==> src/rtl/bchc_pkg.sv <==
// Shared types and constants for the button click/hold classifier.
// Used by bchc_cfg_regs, bchc_core and button_click_hold_classifier_unit; no dependencies.
package bchc_pkg;

	localparam int unsigned TimeWidth = 32;
	localparam int unsigned CfgWidth  = 16;
	localparam int unsigned IdxWidth  = 3;

	typedef logic [TimeWidth-1:0] ms_t;
	typedef logic [CfgWidth-1:0]  cfg_word_t;

	// Event and shown-state encoding.
	typedef enum logic [2:0] {
		EV_NONE   = 3'd0,
		EV_CLICK  = 3'd1,
		EV_DOUBLE = 3'd2,
		EV_HOLD   = 3'd3,
		EV_LONG   = 3'd4
	} event_t;

	// Register indexes on the configuration port.
	typedef enum logic [IdxWidth-1:0] {
		CFG_DEBOUNCE = 3'd0,
		CFG_DC_GAP   = 3'd1,
		CFG_HOLD     = 3'd2,
		CFG_LONG     = 3'd3,
		CFG_MEM_DLY  = 3'd4
	} cfg_idx_t;

	localparam cfg_word_t DebounceRst = 16'd50;
	localparam cfg_word_t DcGapRst    = 16'd250;
	localparam cfg_word_t HoldRst     = 16'd300;
	localparam cfg_word_t LongRst     = 16'd1000;
	localparam cfg_word_t MemDlyRst   = 16'd200;

	typedef struct packed {
		cfg_word_t debounce_ms;
		cfg_word_t double_click_gap_ms;
		cfg_word_t hold_ms;
		cfg_word_t long_hold_ms;
		cfg_word_t memory_delay_ms;
	} cfg_t;

	// Classifier state carried from one poll to the next.
	typedef struct packed {
		logic   prev_level;
		ms_t    press_time;
		ms_t    release_time;
		logic   awaiting_second;
		logic   double_on_release;
		logic   single_allowed;
		logic   skip_release;
		logic   hold_done;
		logic   long_hold_done;
		ms_t    refresh_time;
		event_t latched_state;
	} cls_state_t;

endpackage

==> src/rtl/bchc_cfg_regs.sv <==
// Configuration register file for the button click/hold classifier.
// Depends on bchc_pkg for the register indexes, reset values and cfg_t.
module bchc_cfg_regs (
	input  logic                        clk,
	input  logic                        arst_n,
	input  logic                        cfg_we,
	input  logic [bchc_pkg::IdxWidth-1:0] cfg_index,
	input  bchc_pkg::cfg_word_t         cfg_data,
	output bchc_pkg::cfg_t              cfg
);

	bchc_pkg::cfg_t cfg_q;

	// Indexes beyond the register list are ignored.
	always_ff @(posedge clk or negedge arst_n) begin
		if (!arst_n) begin
			cfg_q.debounce_ms         <= bchc_pkg::DebounceRst;
			cfg_q.double_click_gap_ms <= bchc_pkg::DcGapRst;
			cfg_q.hold_ms             <= bchc_pkg::HoldRst;
			cfg_q.long_hold_ms        <= bchc_pkg::LongRst;
			cfg_q.memory_delay_ms     <= bchc_pkg::MemDlyRst;
		end else if (cfg_we) begin
			case (cfg_index)
				bchc_pkg::CFG_DEBOUNCE: cfg_q.debounce_ms         <= cfg_data;
				bchc_pkg::CFG_DC_GAP:   cfg_q.double_click_gap_ms <= cfg_data;
				bchc_pkg::CFG_HOLD:     cfg_q.hold_ms             <= cfg_data;
				bchc_pkg::CFG_LONG:     cfg_q.long_hold_ms        <= cfg_data;
				bchc_pkg::CFG_MEM_DLY:  cfg_q.memory_delay_ms     <= cfg_data;
				default: ;
			endcase
		end
	end

	assign cfg = cfg_q;

endmodule

==> src/rtl/bchc_core.sv <==
// Classifier state registers and the per-poll update logic.
// Depends on bchc_pkg for cfg_t, cls_state_t and the event encoding.
module bchc_core (
	input  logic               clk,
	input  logic               arst_n,
	input  logic               step,
	input  logic               level,
	input  bchc_pkg::ms_t      now,
	input  bchc_pkg::cfg_t     cfg,
	output bchc_pkg::event_t   ev,
	output bchc_pkg::event_t   shown
);

	bchc_pkg::cls_state_t st_q;
	bchc_pkg::cls_state_t st_d;
	bchc_pkg::event_t     ev_d;

	always_comb begin
		bchc_pkg::ms_t since_up;
		bchc_pkg::ms_t since_rel;
		bchc_pkg::ms_t down_for;
		bchc_pkg::ms_t since_refresh;
		logic          press_edge;
		logic          rel_edge;

		st_d = st_q;
		ev_d = bchc_pkg::EV_NONE;

		since_up   = now - st_q.release_time;
		down_for   = now - st_q.press_time;
		press_edge = !level && st_q.prev_level &&
			(since_up > {16'd0, cfg.debounce_ms});
		rel_edge   = !press_edge && level && !st_q.prev_level &&
			(down_for > {16'd0, cfg.debounce_ms});

		if (press_edge) begin
			st_d.press_time        = now;
			st_d.skip_release      = 1'b0;
			st_d.single_allowed    = 1'b1;
			st_d.hold_done         = 1'b0;
			st_d.long_hold_done    = 1'b0;
			st_d.double_on_release = (since_up < {16'd0, cfg.double_click_gap_ms}) &&
				!st_q.double_on_release && st_q.awaiting_second;
			st_d.awaiting_second   = 1'b0;
		end else if (rel_edge && !st_q.skip_release) begin
			st_d.release_time = now;
			if (!st_q.double_on_release) begin
				st_d.awaiting_second = 1'b1;
			end else begin
				ev_d                   = bchc_pkg::EV_DOUBLE;
				st_d.double_on_release = 1'b0;
				st_d.awaiting_second   = 1'b0;
				st_d.single_allowed    = 1'b0;
			end
		end

		// The release stamp may have just moved to now.
		since_rel = now - st_d.release_time;
		if (level && (since_rel >= {16'd0, cfg.double_click_gap_ms}) &&
				st_d.awaiting_second && !st_d.double_on_release &&
				st_d.single_allowed && (ev_d != bchc_pkg::EV_DOUBLE)) begin
			ev_d                 = bchc_pkg::EV_CLICK;
			st_d.awaiting_second = 1'b0;
		end

		// Hold timing uses the press stamp as it stands after this poll.
		down_for = now - st_d.press_time;
		if (!level && (down_for >= {16'd0, cfg.hold_ms})) begin
			if (!st_d.hold_done) begin
				ev_d                   = bchc_pkg::EV_HOLD;
				st_d.skip_release      = 1'b1;
				st_d.double_on_release = 1'b0;
				st_d.awaiting_second   = 1'b0;
				st_d.hold_done         = 1'b1;
			end
			if ((down_for >= {16'd0, cfg.long_hold_ms}) && !st_d.long_hold_done) begin
				ev_d                = bchc_pkg::EV_LONG;
				st_d.long_hold_done = 1'b1;
			end
		end

		st_d.prev_level = level;

		since_refresh = now - st_q.refresh_time;
		if (ev_d == bchc_pkg::EV_NONE) begin
			if (since_refresh > {16'd0, cfg.memory_delay_ms}) begin
				st_d.latched_state = bchc_pkg::EV_NONE;
				st_d.refresh_time  = now;
			end
		end else begin
			st_d.latched_state = ev_d;
		end
	end

	always_ff @(posedge clk or negedge arst_n) begin
		if (!arst_n) begin
			st_q.prev_level        <= 1'b1;
			st_q.press_time        <= '1;
			st_q.release_time      <= '1;
			st_q.awaiting_second   <= 1'b0;
			st_q.double_on_release <= 1'b0;
			st_q.single_allowed    <= 1'b1;
			st_q.skip_release      <= 1'b0;
			st_q.hold_done         <= 1'b0;
			st_q.long_hold_done    <= 1'b0;
			st_q.refresh_time      <= '0;
			st_q.latched_state     <= bchc_pkg::EV_NONE;
		end else if (step) begin
			st_q <= st_d;
		end
	end

	assign ev    = ev_d;
	assign shown = st_d.latched_state;

endmodule

==> src/rtl/button_click_hold_classifier_unit.sv <==
// Top level of the button click/hold classifier: poll register, classifier core,
// result register. Depends on bchc_pkg, bchc_cfg_regs and bchc_core.

// Each beat on the poll channel is one sample of an active-low button (pin level
// and a free-running millisecond time). The block answers every poll with exactly
// one result beat: the event of that poll (none, click, double click, hold, long
// hold) and the latched shown state. It sustains one poll per clock cycle
// while the result side is not stalled. A poll is first taken into the poll
// register, which feeds the classifier, and its update lands in the result
// register when the result side can accept. Stalls on the result side hold the
// pipeline without losing beats. The configuration registers are written
// through cfg_we/cfg_index/cfg_data and must only be changed while no poll is
// in flight. All elapsed times are computed modulo 2^32.
module button_click_hold_classifier_unit (
	input  logic                          clk,
	input  logic                          arst_n,
	// Poll channel.
	input  logic                          poll_valid,
	output logic                          poll_ready,
	input  logic                          button_level,
	input  logic [31:0]                   now_ms,
	// Result channel.
	output logic                          result_valid,
	input  logic                          result_ready,
	output logic [2:0]                    event_code,
	output logic [2:0]                    shown_state,
	// Configuration write port.
	input  logic                          cfg_we,
	input  logic [bchc_pkg::IdxWidth-1:0] cfg_index,
	input  logic [15:0]                   cfg_data
);

	bchc_pkg::cfg_t   cfg;
	logic             valid_s1;
	logic             level_s1;
	bchc_pkg::ms_t    now_s1;
	logic             valid_s2;
	bchc_pkg::event_t ev_s2;
	bchc_pkg::event_t shown_s2;
	bchc_pkg::event_t core_ev;
	bchc_pkg::event_t core_shown;
	logic             advance;
	logic             step;

	bchc_cfg_regs u_cfg (
		.clk       (clk),
		.arst_n    (arst_n),
		.cfg_we    (cfg_we),
		.cfg_index (cfg_index),
		.cfg_data  (cfg_data),
		.cfg       (cfg)
	);

	// The result register can take a new beat when it is empty or being drained.
	assign advance    = !valid_s2 || result_ready;
	// The poll register moves into the core whenever the result side can accept.
	assign step       = valid_s1 && advance;
	assign poll_ready = !valid_s1 || advance;

	always_ff @(posedge clk or negedge arst_n) begin
		if (!arst_n) begin
			valid_s1 <= 1'b0;
		end else if (poll_ready) begin
			valid_s1 <= poll_valid;
		end
	end

	always_ff @(posedge clk) begin
		if (poll_valid && poll_ready) begin
			level_s1 <= button_level;
			now_s1   <= now_ms;
		end
	end

	// The core updates its state only on the cycle a poll is classified, so the
	// next poll always sees the state left by the previous one.
	bchc_core u_core (
		.clk    (clk),
		.arst_n (arst_n),
		.step   (step),
		.level  (level_s1),
		.now    (now_s1),
		.cfg    (cfg),
		.ev     (core_ev),
		.shown  (core_shown)
	);

	always_ff @(posedge clk or negedge arst_n) begin
		if (!arst_n) begin
			valid_s2 <= 1'b0;
		end else if (advance) begin
			valid_s2 <= valid_s1;
		end
	end

	always_ff @(posedge clk) begin
		if (step) begin
			ev_s2    <= core_ev;
			shown_s2 <= core_shown;
		end
	end

	assign result_valid = valid_s2;
	assign event_code   = ev_s2;
	assign shown_state  = shown_s2;

	// Any reported event is also the shown state of the same result.
	assert property (@(posedge clk) disable iff (!arst_n)
		(result_valid && (event_code != bchc_pkg::EV_NONE)) |-> (shown_state == event_code))
		else $error("shown state does not follow a reported event");

	// A poll is never taken while both stages are full and the output is stalled.
	assert property (@(posedge clk) disable iff (!arst_n)
		(poll_valid && poll_ready) |-> !(valid_s1 && valid_s2 && !result_ready))
		else $error("poll accepted into a full pipeline");

	// A classified poll always lands in the result register on the next edge.
	assert property (@(posedge clk) disable iff (!arst_n)
		step |=> result_valid)
		else $error("classified poll did not produce a result");

endmodule

==> config.mk <==
export PLATFORM = sky130hd
export DESIGN_NAME = button_click_hold_classifier_unit
export DESIGN_NICKNAME = d
export VERILOG_FILES = /design/src/rtl/bchc_pkg.sv /design/src/rtl/bchc_cfg_regs.sv /design/src/rtl/bchc_core.sv /design/src/rtl/button_click_hold_classifier_unit.sv
export SDC_FILE = /design/constraint.sdc
export NUM_CORES = 1
export LEC_CHECK = 0
export ABC_AREA = 1
export BUFFER_PORTS_ARGS = -buffer_cell sky130_fd_sc_hd__buf_2
export CORE_MARGIN = 2
export CORE_UTILIZATION = 23
export CTS_BUF_LIST = sky130_fd_sc_hd__clkbuf_4 sky130_fd_sc_hd__clkbuf_8
export CTS_CLUSTER_SIZE = 20
export DETAILED_ROUTE_END_ITERATION = 10
export PLACE_DENSITY = 0.47
export SYNTH_ARGS = -nofsm -noshare
export SYNTH_HDL_FRONTEND = slang
export SYNTH_SLANG_ARGS = --single-unit
export TNS_END_PERCENT = 30
==> constraint.sdc <==
create_clock -name clk -period 7.9 [get_ports clk]
set_input_delay 0.395 -clock clk [delete_from_list [all_inputs] [get_ports clk]]
set_output_delay 0.395 -clock clk [all_outputs]
set_load 0.01 [all_outputs]
==> results of run 1 <==
final timing paths:
kind,start,to,slack (ns),cells past startpoint
worst max-delay path,now_s1[1],u_core.st_q[28],0.54,56
worst min-delay path,result_ready,result_valid,0.06,4
worst max register to register,now_s1[1],u_core.st_q[28],0.54,56
worst min register to register,u_core.st_q[27],u_core.st_q[27],0.48,2
max in group asynchronous,arst_n,u_cfg.cfg[38],6.27,3
min in group asynchronous,arst_n,u_core.st_q[23],0.35,2
state kept, by name, indices dropped and copies added, names as in the netlist:
register	count
result_valid	1
event_code	3
valid_s1	1
u_cfg.cfg	80
shown_state	3
now_s1	32
u_core.st_q	106
level_s1	1
cells in the mapped netlist (39+ instances only):
| library cell | number | area share (%) |
|---|---|---|
| sky130_fd_sc_hd__ha_1 | 263 | 15 |
| sky130_fd_sc_hd__o21ai_0 | 298 | 6.9 |
| sky130_fd_sc_hd__a21oi_1 | 207 | 4.8 |
| sky130_fd_sc_hd__nand3_1 | 127 | 2.9 |
| sky130_fd_sc_hd__edfxtp_1 | 39 | 5.4 |
| sky130_fd_sc_hd__nand4_1 | 48 | 1.4 |
| sky130_fd_sc_hd__nand2_1 | 858 | 15 |
| sky130_fd_sc_hd__inv_1 | 514 | 8.9 |
| sky130_fd_sc_hd__dfstp_2 | 88 | 11 |
| sky130_fd_sc_hd__dfrtp_1 | 100 | 12 |
| sky130_fd_sc_hd__nor2_1 | 225 | 3.9 |
| sky130_fd_sc_hd__xor2_1 | 75 | 3.0 |
layer usage:
layer	wire, um	track usage [%]
met5	0	0
met4	2630	5.12
met3	2940	1.46
met2	35900	25.9
met1	35800	20.3
stage by stage:
step,total power [mW],cells
2_1_floorplan,7.35,3173
3_3_place_gp,9.44,4497
3_5_place_dp,9.46,4497
4_1_cts,10.9,4614
5_1_grt,12.4,4662
6_report,11.2,4662
timing repair:
item                                   in CTS  in global routing
setup endpoints to repair                  33                 44
setup buffers                               0                 41
resized for setup                           2                 80
pin swaps                                   0                 21
endpoints found under the hold margin      81                  0
hold buffers                               35                  0
gates cloned                                0                  6
report_power, final:
part | switching, mW | internal [mW]
sequential | 0.209 | 1.68
clock | 0.583 | 0.774
combinational | 4.97 | 2.94
cell type report:
cell class,count,area share (%)
multi-input combinational,2376,53.6
sequential,227,23.0
inverter,523,7.55
tap,1254,6.03
timing repair buffer,199,5.96
clock buffer,61,2.96
clock inverter,21,0.895
antenna,1,0.00962
placed cells by master, fill, tap and decap left out, types with 69 or more instances in the layout:
cell type / n
sky130_fd_sc_hd__nand2_1: 848
sky130_fd_sc_hd__inv_1: 511
sky130_fd_sc_hd__o21ai_0: 293
sky130_fd_sc_hd__ha_1: 248
sky130_fd_sc_hd__nor2_1: 217
sky130_fd_sc_hd__a21oi_1: 202
sky130_fd_sc_hd__nand3_1: 123
sky130_fd_sc_hd__dfrtp_1: 100
sky130_fd_sc_hd__buf_4: 89
sky130_fd_sc_hd__dfstp_2: 88
sky130_fd_sc_hd__xor2_1: 69
cells by family after synthesis:
| kind of cell | synth area share (%) |
|---|---|
| and+or+nand+nor | 26.5 |
| buffers and inverters | 10.2 |
| xor gates and xnor gates | 4.27 |
| adders and majority gates | 15.6 |
| DFF | 27.5 |
| AOI/OAI and AO/OA | 15.9 |
tightest hold or removal path, cell delays in order:
cell and delay, ns:
sky130_fd_sc_hd__buf_2 0.08, sky130_fd_sc_hd__inv_1 0.04, sky130_fd_sc_hd__nand2_1 0.06, sky130_fd_sc_hd__nand2_1 0.06
==> results.md, run 1 <==
* Maximum clock frequency at 136 MHz
* Max Root-Sink Buffers at 3
* First-pass GRT wire length at 116000 um
* Register bit count reported by yosys at 227
* Number of nets in the layout at 3696
* Sum of net half-perimeters after detailed placement at 62300 um
* Stage delay of the slowest cell on the critical path at 0.48 ns
* Transition time at the pin with the least slew margin at 1.48 ns
* Y dimension of the die at 311 um
* Number of antenna violations at the first check in global routing at 4
* Detailed-route vias per instance at 4.53
* Fill cell instance count of the final layout at 10400
* Worst path slowest cell: sky130_fd_sc_hd__edfxtp_1
* Routed Antenna Nets at 0
* Setup slack at placement at -0.0958 ns
* Number of violations reported at the end of detailed-routing iteration 0 at 1188
* Combined global-route utilization of all metal layers at 15.3%
* Final worst path period need at 7.36 ns
* Share of synthesized flip-flops with an asynchronous set or reset at 82.8%
* Aggregate routed wire length at 77200 um
* Element type at the critical path start: flip-flop
* Std cell rows at 112
* Area occupied by multi-input gates at 13900 sq um
* Die X-Extent at 311 um
* Period utilization at 93.2%
* Number of max-cap violations at 1
* Largest driver fanout on the critical path at 8
* Cell count after synthesis at 3173
* Port buffer count at 64
* Routability cong. at 0.931
* Total number of vias at 21100
* Core region area at 93500 sq um
* Pwr per Cell Area at 429 nW/um^2
* Final number of hold-violating endpoints at 0
* Worst VDD drop at 0.161 mV
* CTS Root Buffer Type: sky130_fd_sc_hd__clkbuf_8
* Worst-case hold slack at 0.0632 ns
* H-Tree Depth at 2
* Post-layout worst setup margin at 0.540 ns
* Worst max-slew margin expressed relative to the limit at 0.486%
* Count of synthesis-stage warnings from yosys at 0
* Count of TritonRoute iterations in the first routing pass at 7
* Clock skew after layout at 0.0355 ns
* Synth Area per Inst at 6.85 sq um
* Data required time at the worst endpoint at 8.40 ns
* Slew Viols, Final at 0
* Main flop type after synthesis: sky130_fd_sc_hd__dfrtp_1
* Insertion delay to the later sink of the worst-skew pair at 0.64 ns
* Min-Delay Path Class: input pin to flip-flop
* Routed wirelength normalized by instance count at 16.6 um
* Result of the run: finished, violations left
* Starting utilization of the core area at 23.3%
* Crit path buf inv count at 7
* Critical path type: flip-flop to flip-flop
* Die Outline Area at 97000 sq um
* Clock sinks at 227
* Unique cell type count in the Yosys netlist at 59
* Vias in the first global route at 20800
* End-of-flow core utilization at 27.8%
* Clock input transition at the sequential cells of the worst setup and hold paths at 0.06 ns
* Gr ovfl total at 0
* Layout overhead on the synthesized area at 19.6%
* CTS tree: yes
* Total CTS buffers at 44
* Final Setup Violations at 0
* Number of enable-type register cells in the synthesized netlist at 39
* Proportion of synthesized chip area in sequential cells at 27.5%
* Setup Total Neg Slack at 0 ns
* Maximum number of pins on one net before global-route repair at 79
* Top Family by Delay on Critical Path: simple AND/OR/NAND/NOR gates
* Fraction of final layout cells sized beyond drive strength 1 at 14.1%
* Endpoint class of the critical path: flip-flop
* Static leakage power at 12.8 nW
* Final design area excluding fillers at 26000 sq um
* Count of pins on the block boundary at 65
* Sequential cell area at 5990 sq um
* Cell with the most instances on the worst path: sky130_fd_sc_hd__nand2_1
* Violations in the final reports: capacitance limit
* Post-route DRC violation count at 0
* Data arrival at the endpoint of the critical path at 7.86 ns
* Post-detailed-placement cell area at 23800 sq um
* Post-Synthesis Net Count at 3498
* Mapped Area at 21700 sq um
No activity file was read; power rests on OpenSTA's default activity.
==> run 2: changes to the inputs <==
- CTS_BUF_LIST: sky130_fd_sc_hd__clkbuf_4 sky130_fd_sc_hd__clkbuf_8 -> sky130_fd_sc_hd__clkbuf_4
==> results.md, run 2 (synthesized netlist as in run 1, its figures left out) <==
* Data required time at the worst endpoint at 8.59 ns
* CTS Root Buffer Type: sky130_fd_sc_hd__clkbuf_4
* Element type at the critical path start: flip-flop
* Cell with the most instances on the worst path: sky130_fd_sc_hd__nand2_1
* Detailed-route vias per instance at 4.53
* Most common cell after layout, fill and taps aside: sky130_fd_sc_hd__nand2_1
* Power after layout at 11.1 mW
* Data arrival at the endpoint of the critical path at 8.09 ns
* Layout overhead on the synthesized area at 20.3%
* Number of antenna violations at the first check in global routing at 3
* Die X-Extent at 311 um
* Start of the worst register-to-register path: now_s1[1]
* Flip-flop count of the largest register after layout at 106
* Core region area at 93500 sq um
* Worst path slowest cell: sky130_fd_sc_hd__edfxtp_1
* Pwr per Cell Area at 423 nW/um^2
* Count of pins on the block boundary at 65
* Maximum number of pins on one net before global-route repair at 79
* Largest driver fanout on the critical path at 16
* Clock sinks at 227
* Clock input transition at the sequential cells of the worst setup and hold paths at 0.07 ns
* Slew Viols, Final at 3
* Final Setup Violations at 0
* Total number of vias at 21400
* Port buffer count at 64
* Post-route DRC violation count at 0
* Cell count of the worst reg-to-reg path at 46
* Die Outline Area at 97000 sq um
* Number of violations reported at the end of detailed-routing iteration 0 at 1127
* Final number of hold-violating endpoints at 0
* Post-detailed-placement cell area at 23800 sq um
* Combined global-route utilization of all metal layers at 15.5%
* Transition time at the pin with the least slew margin at 1.51 ns
* Violations in the final reports: capacitance limit, slew limit
* Starting utilization of the core area at 23.3%
* Reg-to-reg endpoint: u_core.st_q[12]
* Vias in the first global route at 21000
* Total CTS buffers at 69
* Number of nets in the layout at 3741
* Gr ovfl total at 0
* Count of TritonRoute iterations in the first routing pass at 5
* Insertion delay to the later sink of the worst-skew pair at 0.84 ns
* Routed wirelength normalized by instance count at 16.4 um
* Result of the run: finished, violations left
* Min-Delay Path Class: input pin to async pin
* Maximum clock frequency at 135 MHz
* Y dimension of the die at 311 um
* Clock skew after layout at 0.0708 ns
* Sum of net half-perimeters after detailed placement at 62300 um
* Most flops, register: u_core.st_q
* Worst-case hold slack at 0.148 ns
* Number of max-cap violations at 1
* Routed Antenna Nets at 0
* Period utilization at 93.7%
* Max Root-Sink Buffers at 3
* Worst VDD drop at 0.167 mV
* Endpoint class of the critical path: flip-flop
* Worst setup slack for register-to-register paths at 0.50 ns
* Final worst path period need at 7.40 ns
* Worst max-slew margin expressed relative to the limit at -1.28%
* Aggregate routed wire length at 77600 um
* Static leakage power at 12.9 nW
* Final design area excluding fillers at 26200 sq um
* Top Family by Delay on Critical Path: simple AND/OR/NAND/NOR gates
* Critical path type: flip-flop to flip-flop
* Routability cong. at 0.931
* Setup Total Neg Slack at 0 ns
* CTS tree: yes
* Std cell rows at 112
* First-pass GRT wire length at 117000 um
* Fraction of final layout cells sized beyond drive strength 1 at 15.2%
* Crit path buf inv count at 8
* Stage delay of the slowest cell on the critical path at 0.48 ns
* Commonest cells after routing, fill and taps aside: 846 x sky130_fd_sc_hd__nand2_1, 512 x sky130_fd_sc_hd__inv_1, 291 x sky130_fd_sc_hd__o21ai_0
* H-Tree Depth at 3
run 2: power breakdown:
part	switching (mW)	internal, mW	leakage, nW
Combinational	4.98	2.95	9.79
Sequential	0.209	1.68	2.55
Clock	0.578	0.664	0.557
run 2: metrics by stage:
stage / instances / setup slack, ns / util (%)
2_1_floorplan: 3173 / 1.07 / -
3_3_place_gp: 4497 / -0.0862 / 25.5
3_5_place_dp: 4497 / -0.0958 / 25.5
4_1_cts: 4678 / 0.0762 / 27.1
5_1_grt: 4727 / -0.0676 / 28.0
6_report: 4727 / 0.498 / 28.0
run 2: what timing repair did:
| action | 4_1_cts | 5_1_grt |
|---|---|---|
| hold endpoints to repair | 176 | 0 |
| pin swaps | 0 | 19 |
| endpoints found under the setup margin | 34 | 44 |
| hold buffers | 54 | 0 |
| buffers inserted | 0 | 42 |
| gates cloned | 0 | 6 |
| resized for setup | 2 | 89 |
run 2: metal layers:
| metal | track usage, % | up-vias | share of wire (%) |
|---|---|---|---|
| li1 | - | 10900 | - |
| met1 | 20.3 | 9996 | 46 |
| met2 | 26.2 | 429 | 47 |
| met3 | 1.58 | 104 | 4.2 |
| met4 | 5.97 | 0 | 3.2 |
| met5 | 0 | - | 0 |
run 2: worst reg2reg max path, delay by kind of cell (launching register included):
| family | cells | cell delay [ns] |
|---|---|---|
| XOR/XNOR | 2 | 0.48 |
| AND/OR/NAND/NOR | 23 | 2.38 |
| adder cells (fa/ha/maj) | 5 | 1.70 |
| flip-flops | 1 | 0.48 |
| buffers and inverters | 8 | 1.24 |
| AO/OA/AOI/OAI | 8 | 1.02 |
run 2: worst max path at each step:
stage              start              end  slack [ns]  depth (start not counted)
4_1_cts        now_s1[2]  u_core.st_q[22]        0.08                         38
6_report       now_s1[1]  u_core.st_q[12]        0.50                         46
5_1_grt        now_s1[1]   u_core.st_q[2]       -0.07                         46
2_1_floorplan  now_s1[1]  u_core.st_q[10]        1.07                         54
3_5_place_dp   now_s1[2]   shown_state[0]        -0.1                         33
3_3_place_gp   now_s1[2]   shown_state[0]       -0.09                         33
run 2: area by class of cell:
class                           instances  area, sq um
Clock buffer                          109          818
Tap cell                             1254         1570
Inverter                              523         1960
Multi-Input combinational cell       2376        14000
Antenna cell                            1         2.50
Sequential cell                       227         5990
Fill cell                           10400        67300
Timing Repair Buffer                  219         1750
Clock inverter                         18          120
